--- config.mk ---
export PLATFORM = sky130hd
export DESIGN_NAME = two_class_priority_queue
export DESIGN_NICKNAME = d
export VERILOG_FILES = /design/src/sv/tcpq_pkg.sv /design/src/sv/tcpq_ram.sv /design/src/sv/tcpq_datapath.sv /design/src/sv/tcpq_ctrl.sv /design/src/sv/two_class_priority_queue.sv
export SDC_FILE = /design/constraint.sdc
export NUM_CORES = 1
export LEC_CHECK = 0
export BUFFER_PORTS_ARGS = -buffer_cell sky130_fd_sc_hd__buf_2
export CAP_MARGIN = 20
export CORE_MARGIN = 1
export CORE_UTILIZATION = 55
export DETAILED_ROUTE_END_ITERATION = 16
export PLACE_DENSITY_LB_ADDON = 0.3
export SYNTH_ARGS = -nofsm -noshare
export SYNTH_HDL_FRONTEND = slang
export SYNTH_SLANG_ARGS = --single-unit
--- constraint.sdc ---
create_clock -name clk -period 4.5 [get_ports clk]
set_input_delay 0.675 -clock clk [delete_from_list [all_inputs] [get_ports clk]]
set_output_delay 0.675 -clock clk [all_outputs]
set_load 0.02 [all_outputs]
--- src/sv/tcpq_pkg.sv ---
// Package for the two-class priority queue: sizes, status codes, controller
// states and the command and status bundles between controller and datapath.
// No dependencies.
`timescale 1ns / 1ps

package tcpq_pkg;

  localparam int CAPACITY = 16;
  localparam int ID_WIDTH = 32;

  localparam int IN_ID_W  = 32;
  localparam int OCC_W    = 5;
  localparam int STORE_W  = (ID_WIDTH < IN_ID_W) ? ID_WIDTH : IN_ID_W;
  localparam int PTR_W    = (CAPACITY > 1) ? $clog2(CAPACITY) : 1;
  localparam int CNT_W    = $clog2(CAPACITY + 1);

  typedef logic [PTR_W-1:0] ptr_t;
  typedef logic [CNT_W-1:0] cnt_t;

  typedef enum logic [1:0] {
    ST_ENQUEUED = 2'd0,
    ST_DEQUEUED = 2'd1,
    ST_EMPTY    = 2'd2,
    ST_FULL     = 2'd3
  } status_t;

  typedef enum logic {
    ACT_ENQUEUE = 1'b0,
    ACT_DEQUEUE = 1'b1
  } action_t;

  typedef enum logic {
    S_IDLE,
    S_READ
  } state_t;

  typedef struct packed {
    logic take;
    logic load_id;
  } cmd_t;

  typedef struct packed {
    logic needs_read;
    cnt_t total;
  } stat_t;

  function automatic ptr_t next_ptr(input ptr_t p);
    ptr_t r;
    if (p == ptr_t'(CAPACITY - 1)) begin
      r = '0;
    end else begin
      r = p + ptr_t'(1);
    end
    return r;
  endfunction

endpackage

--- src/sv/tcpq_ram.sv ---
// Generic single-write, single-read RAM with a registered read port.
// No dependencies.
`timescale 1ns / 1ps

module tcpq_ram #(
  parameter int WIDTH = 32,
  parameter int DEPTH = 16
) (
  input  logic                            clk,
  input  logic                            we,
  input  logic [$clog2(DEPTH)-1:0]        waddr,
  input  logic [WIDTH-1:0]                wdata,
  input  logic [$clog2(DEPTH)-1:0]        raddr,
  output logic [WIDTH-1:0]                rdata
);

  logic [WIDTH-1:0] mem [DEPTH];

  always_ff @(posedge clk) begin
    if (we) begin
      mem[waddr] <= wdata;
    end
    rdata <= mem[raddr];
  end

endmodule

--- src/sv/tcpq_datapath.sv ---
// Datapath of the two-class priority queue: per-class pointers and counts,
// the two entry RAMs and the result register. Depends on tcpq_pkg, tcpq_ram.
`timescale 1ns / 1ps

module tcpq_datapath import tcpq_pkg::*; (
  input  logic               clk,
  input  logic               rst,
  input  cmd_t               cmd,
  output stat_t              stat,
  input  logic               action,
  input  logic [IN_ID_W-1:0] item_id,
  input  logic               preferred,
  output logic [1:0]         status,
  output logic [IN_ID_W-1:0] out_id,
  output logic               out_preferred,
  output logic [OCC_W-1:0]   occupancy
);

  ptr_t pref_head, pref_tail, reg_head, reg_tail;
  ptr_t pref_head_next, pref_tail_next, reg_head_next, reg_tail_next;
  cnt_t pref_count, reg_count;
  cnt_t pref_count_next, reg_count_next;
  cnt_t total, total_next;
  logic full;
  logic pref_we, reg_we;
  logic [STORE_W-1:0] wdata;
  logic [STORE_W-1:0] pref_rdata, reg_rdata;
  logic sel_pref, sel_pref_next;
  status_t status_r, status_next;
  logic [IN_ID_W-1:0] id_r;
  logic pref_r, pref_next;
  logic [OCC_W-1:0] occ_r;

  assign total = pref_count + reg_count;
  assign full  = (total == cnt_t'(CAPACITY));
  assign wdata = STORE_W'(item_id);

  always_comb begin
    pref_head_next  = pref_head;
    pref_tail_next  = pref_tail;
    reg_head_next   = reg_head;
    reg_tail_next   = reg_tail;
    pref_count_next = pref_count;
    reg_count_next  = reg_count;
    total_next      = total;
    pref_we         = 1'b0;
    reg_we          = 1'b0;
    sel_pref_next   = 1'b0;
    pref_next       = 1'b0;
    status_next     = ST_EMPTY;
    if (action == ACT_ENQUEUE) begin
      if (full) begin
        status_next = ST_FULL;
      end else begin
        status_next = ST_ENQUEUED;
        total_next  = total + cnt_t'(1);
        if (preferred) begin
          pref_we         = 1'b1;
          pref_tail_next  = next_ptr(pref_tail);
          pref_count_next = pref_count + cnt_t'(1);
        end else begin
          reg_we         = 1'b1;
          reg_tail_next  = next_ptr(reg_tail);
          reg_count_next = reg_count + cnt_t'(1);
        end
      end
    end else begin
      if (pref_count != '0) begin
        status_next     = ST_DEQUEUED;
        sel_pref_next   = 1'b1;
        pref_next       = 1'b1;
        total_next      = total - cnt_t'(1);
        pref_head_next  = next_ptr(pref_head);
        pref_count_next = pref_count - cnt_t'(1);
      end else if (reg_count != '0) begin
        status_next    = ST_DEQUEUED;
        total_next     = total - cnt_t'(1);
        reg_head_next  = next_ptr(reg_head);
        reg_count_next = reg_count - cnt_t'(1);
      end
    end
  end

  assign stat.needs_read = (action == ACT_DEQUEUE) && (total != '0);
  assign stat.total      = total;

  tcpq_ram #(.WIDTH(STORE_W), .DEPTH(CAPACITY)) u_pref_ram (
    .clk   (clk),
    .we    (cmd.take && pref_we),
    .waddr (pref_tail),
    .wdata (wdata),
    .raddr (pref_head),
    .rdata (pref_rdata)
  );

  tcpq_ram #(.WIDTH(STORE_W), .DEPTH(CAPACITY)) u_reg_ram (
    .clk   (clk),
    .we    (cmd.take && reg_we),
    .waddr (reg_tail),
    .wdata (wdata),
    .raddr (reg_head),
    .rdata (reg_rdata)
  );

  always_ff @(posedge clk) begin
    if (rst) begin
      pref_head  <= '0;
      pref_tail  <= '0;
      reg_head   <= '0;
      reg_tail   <= '0;
      pref_count <= '0;
      reg_count  <= '0;
    end else if (cmd.take) begin
      pref_head  <= pref_head_next;
      pref_tail  <= pref_tail_next;
      reg_head   <= reg_head_next;
      reg_tail   <= reg_tail_next;
      pref_count <= pref_count_next;
      reg_count  <= reg_count_next;
    end
  end

  always_ff @(posedge clk) begin
    if (cmd.take) begin
      status_r <= status_next;
      id_r     <= '0;
      pref_r   <= pref_next;
      occ_r    <= OCC_W'(total_next);
      sel_pref <= sel_pref_next;
    end else if (cmd.load_id) begin
      id_r <= sel_pref ? IN_ID_W'(pref_rdata) : IN_ID_W'(reg_rdata);
    end
  end

  assign status        = status_r;
  assign out_id        = id_r;
  assign out_preferred = pref_r;
  assign occupancy     = occ_r;

endmodule

--- src/sv/tcpq_ctrl.sv ---
// Controller of the two-class priority queue: input and output handshakes
// and the wait for the registered RAM read on a dequeue. Depends on tcpq_pkg.
`timescale 1ns / 1ps

module tcpq_ctrl import tcpq_pkg::*; (
  input  logic  clk,
  input  logic  rst,
  input  logic  in_valid,
  output logic  in_ready,
  output logic  out_valid,
  input  logic  out_ready,
  input  stat_t stat,
  output cmd_t  cmd
);

  state_t state, state_next;
  logic   valid_r, valid_next;

  always_comb begin
    state_next = state;
    case (state)
      S_IDLE: begin
        if (cmd.take && stat.needs_read) begin
          state_next = S_READ;
        end
      end
      S_READ: begin
        state_next = S_IDLE;
      end
      default: begin
        state_next = S_IDLE;
      end
    endcase
  end

  always_comb begin
    in_ready    = 1'b0;
    cmd.take    = 1'b0;
    cmd.load_id = 1'b0;
    case (state)
      S_IDLE: begin
        in_ready = !valid_r || out_ready;
        cmd.take = in_valid && in_ready;
      end
      S_READ: begin
        cmd.load_id = 1'b1;
      end
      default: begin
        in_ready = 1'b0;
      end
    endcase
  end

  always_comb begin
    valid_next = valid_r && !out_ready;
    if ((cmd.take && !stat.needs_read) || cmd.load_id) begin
      valid_next = 1'b1;
    end
  end

  always_ff @(posedge clk) begin
    if (rst) begin
      state   <= S_IDLE;
      valid_r <= 1'b0;
    end else begin
      state   <= state_next;
      valid_r <= valid_next;
    end
  end

  assign out_valid = valid_r;

endmodule

--- src/sv/two_class_priority_queue.sv ---
// Top level of the two-class strict-priority queue.
// Depends on tcpq_pkg, tcpq_ctrl, tcpq_datapath (and through it tcpq_ram).
//
//   Channel  Handshake             Payload
//   input    in_valid / in_ready   action, item_id, preferred
//   output   out_valid / out_ready status, out_id, out_preferred, occupancy
//
// Enqueues and failed dequeues have their result registered when the input is accepted.
// A successful dequeue also passes through S_READ, as the entry RAMs register the read.
// In_ready is low during the read cycle of a dequeue.
// A result waiting for out_ready holds off input; a new transfer enters as it leaves.
// Reset clears pointers, counts and handshake state; RAM contents are untouched.
`timescale 1ns / 1ps

module two_class_priority_queue import tcpq_pkg::*; (
  input  logic               clk,
  input  logic               rst,
  input  logic               in_valid,
  output logic               in_ready,
  input  logic               action,
  input  logic [IN_ID_W-1:0] item_id,
  input  logic               preferred,
  output logic               out_valid,
  input  logic               out_ready,
  output logic [1:0]         status,
  output logic [IN_ID_W-1:0] out_id,
  output logic               out_preferred,
  output logic [OCC_W-1:0]   occupancy
);

  cmd_t  cmd;
  stat_t stat;

  tcpq_ctrl u_ctrl (
    .clk       (clk),
    .rst       (rst),
    .in_valid  (in_valid),
    .in_ready  (in_ready),
    .out_valid (out_valid),
    .out_ready (out_ready),
    .stat      (stat),
    .cmd       (cmd)
  );

  tcpq_datapath u_dp (
    .clk           (clk),
    .rst           (rst),
    .cmd           (cmd),
    .stat          (stat),
    .action        (action),
    .item_id       (item_id),
    .preferred     (preferred),
    .status        (status),
    .out_id        (out_id),
    .out_preferred (out_preferred),
    .occupancy     (occupancy)
  );

  a_enq_result: assert property (@(posedge clk) disable iff (rst)
    (in_valid && in_ready && action == ACT_ENQUEUE) |=>
      (out_valid && (status == ST_ENQUEUED || status == ST_FULL)))
    else $error("enqueue did not produce a result in the next cycle");

  a_no_id_unless_deq: assert property (@(posedge clk) disable iff (rst)
    (out_valid && status != ST_DEQUEUED) |-> (out_id == '0 && !out_preferred))
    else $error("entry fields set on a result that removed nothing");

  a_total_bound: assert property (@(posedge clk) disable iff (rst)
    stat.total <= cnt_t'(CAPACITY))
    else $error("total occupancy exceeds capacity");

  a_read_blocks_input: assert property (@(posedge clk) disable iff (rst)
    cmd.load_id |-> !in_ready)
    else $error("input taken while a dequeue read is pending");

endmodule

==> metrics.md <==
| Metric | Value |
|---|---|
| Outcome | finished, final reports clean |
| Leak | approximately 16 nW |
| Final count of negative-setup-slack endpoints | 0 |
| Remaining global-route overflow | 0 |
| Combined area of the multi-input logic cells | around 0.010 mm² |
| Yosys reg bits | between 1k and 1.5k |
| Worst vdd rail ir drop | 0.320 mV |
| Sequential cell area | between 0.03 and 0.04 mm² |
| Cell Pwr Density | 478 mW/mm² |
| Netlist Area Pre-Place | ~0.044 mm² |
| Number of input and output port buffers inserted | around 80 |
| Crit path time final | between 3 and 4 ns |
| Cell type with the largest total area after synthesis | edfxtp_1 |
| H-tree depth | 3 |
| Fraction of layout cells with a size suffix above 1 | 0.264 |
| Setup slack of the critical path after layout | 0.638 ns |
| Post-cts hold buffer count | 0 |
| Highest fanout seen on the critical path | 18 |
| All-Layer GR Usage | 0.266 |
| First-pass GRT wire length | approximately 150 mm |
| Final Slew Violations | 0 |
| Via count normalized by instance count | 6.41 |
| Routed wire per std cell | just over 30 µm |
| Max Buffers Root-to-Sink | 3 |
| Number of I/O pins | 80 |
| Critical path class | reg2reg |
| Most common library cell in the layout ignoring fill and taps | edfxtp_1 |
| Worst-case setup slack after placement | between 0.7 and 0.8 ns |
| Fill cell instance count of the final layout | approximately 5.3k |
| Setup Total Neg Slack | 0 ns |
| Total via count after detailed routing | around 22k |
| Arrival time at the worst endpoint | between 4 and 5 ns |
| Per-instance average area after synthesis | 20.7 µm² |
| Antenna violations before repair | 2 |
| Post-route DRC | 0 |
| Sequential area share after synthesis | 0.764 |
| Worst max-slew margin expressed relative to the limit | 0.321 |
| Antenna-violating nets left | 0 |
| RSZ-0062 raised after global routing | false |
| Cells after synthesis | approximately 2.1k |
| Placed wire-length estimate | roughly 64 mm |
| Number of gates resized after cts | 0 |
| Worst clock skew | between 0.02 and 0.025 ns |
| Hold WC Path Type | in2reg |
| Total CTS buffers | around 110 |
| Clock root buffer | clkbuf_16 |
| Area added between synthesis and finish | 13.5% |
| Post-CTS repair timing setup buffer count | 0 |
| Number of maximum-capacitance violations | 0 |
| Routed wire length | 106 mm |
| CTS clock-pin slew for the worst setup and hold paths | about 0.060 ns |
| Number of placement rows | about 100 |
| Async SR Flop Fraction | 0 |
| DR pass1 iterations | 5 |
| Portion of the clock cycle consumed by the worst path in the final layout | 0.858 |
| Pin slew with the least headroom to its limit | around 1.0 ns |
| Syn Nets | ~2.2k |
| Number of warnings printed during yosys synthesis | 0 |
| Clock insertion delay at the later pin of the skew report | ~0.67 ns |
| Weighted congestion reported at the end of routability-driven placement | just under 0.9 |
| Share of the synthesized area in the top cell type | 0.707 |
| Die W | roughly 280 µm |
| Largest net degree at the start of global routing | 66 |
| Number of flops mapped to enable cells by yosys | around 1.0k |
| Number of nets in the finished design | 2,318 |
| Distinct cells, synth | 46 |
| Clock Sinks | around 1.2k |
| Area of the placeable core | around 0.079 mm² |
| Vertical die dimension | between 200 and 300 µm |
| Fmax | roughly 260 MHz |
| Critical path launch point type | flip-flop |
| CTS tree | yes |
| CP Data Required Time | 4.86 ns |
| Final hold vios | 0 |
| Top post-synthesis cells by area | edfxtp_1 71%, mux4_2 13%, dfxtp_1 5.7% |
| Number of violations reported at the end of detailed-routing iteration 0 | between 2k and 3k |
| Die area | 0.0808 mm² |
| Final worst hold slack | 0.291 ns |
| Kind of end point of the critical path | flip-flop |
| Most instantiated flip-flop cell in the synthesis netlist | edfxtp_1 |
| Leading cell types in the layout, fill and taps excluded | 1,032 x edfxtp_1, 256 x mux4_2, 115 x dfxtp_1 |
| Initial core utilization | 0.556 |
| Number of global-route vias before repair | 21.7k |
==> power by group <==
part	internal, mW	leakage, nW	total, mW	switching, mW
clock	5.67	1.82	9.62	3.95
sequential	11.9	10.3	12.1	0.166
combinational	0.816	3.47	2.06	1.24
==> metrics by stage <==
stage | total power [mW] | area [µm²] | cells | utilization
final | 23.8 | 49700 | 3403 | 0.631
after global routing | 24.4 | 49700 | 3402 | 0.631
after CTS | 23.8 | 49700 | 3402 | 0.631
after detailed placement | 14.4 | 45900 | 3192 | 0.583
after global placement | 14.3 | 45900 | 3192 | 0.583
after floorplan | 13.5 | 43800 | 2114 | -
==> critical path: stages, from the launching register on <==
cell,delay (ns)
dfxtp_1,0.35
ha_1,0.23
fa_1,0.60
inv_1,0.07
ha_1,0.22
and2_1,0.15
o221ai_2,0.21
and4_1,0.71
and3_2,0.64
buf_4,0.34
==> logic make-up (layout without fill, tap and decap cells) <==
kind of cell    Yosys count  count (layout)  share of synthesized area
compound gates          205             205                     0.0310
xor+xnor                 18              18                    0.00360
fa+ha+maj                25              25                    0.00765
buf+inv                 139             377                     0.0128
flops                  1156            1156                      0.764
mux                     366             366                      0.157
other cells               0               1                          0
simple gates            205             205                     0.0244
==> flip-flops by register name, indices dropped and copies added (netlist names), 5 cells and up <==
name                   flops
u_dp.pref_count            5
u_dp.out_id               32
u_dp.reg_count             5
u_dp.u_reg_ram.mem       512
u_dp.occupancy             5
u_dp.u_pref_ram.rdata     32
u_dp.u_reg_ram.rdata      32
u_dp.u_pref_ram.mem      512
==> area by class of cell <==
type / count / area share
diodes: 1 / 0.0000503
clock buffers: 134 / 0.0597
clock inverters: 76 / 0.0167
inverters: 19 / 0.00143
multi-input cells: 819 / 0.200
flip-flops and latches: 1156 / 0.673
well taps: 1050 / 0.0264
repair buffers: 148 / 0.0219
==> final timing paths <==
kind                                                  end  cells past startpoint  slack, ns          startpoint
worst max-delay path            u_dp.u_pref_ram.mem[6][7]                      9       0.64  u_dp.pref_count[0]
worst min-delay path                     u_ctrl.out_valid                      3       0.29            in_valid
worst max register to register  u_dp.u_pref_ram.mem[6][7]                      9       0.64  u_dp.pref_count[0]
worst min register to register            u_dp.out_id[14]                      2       0.49     u_dp.out_id[14]
==> metal layers <==
| layer | wire length (µm) | vias up | GRT usage | share of wire |
|---|---|---|---|---|
| met1 | 42500 | 11500 | 0.387 | 0.40 |
| li1 | - | 8980 | - | - |
| met2 | 50300 | 1201 | 0.410 | 0.47 |
| met5 | 0 | - | 0 | 0 |
| met3 | 10300 | 138 | 0.0530 | 0.097 |
| met4 | 2820 | 0 | 0.0802 | 0.027 |
==> cell usage after synthesis (2+ instances only) <==
library cell / n
a211oi_1: 98
buf_1: 13
a311oi_1: 3
mux4_2: 256
nor2_1: 73
nor3b_1: 2
buf_2: 33
edfxtp_1: 1032
nand2b_1: 2
nand2_1: 16
inv_1: 19
fa_1: 3
mux2i_1: 109
clkbuf_1: 74
dfxtp_1: 124
a21oi_1: 80
nand3_1: 6
a31oi_1: 6
ha_1: 22
o221ai_2: 2
a21o_1: 5
o21ai_0: 2
a41oi_1: 3
or2_2: 2
nor2b_1: 67
and2_1: 3
and3_1: 17
xor2_1: 6
xnor2_1: 12
nor3_1: 8
Note: power is estimated with default switching activity, not from simulation.
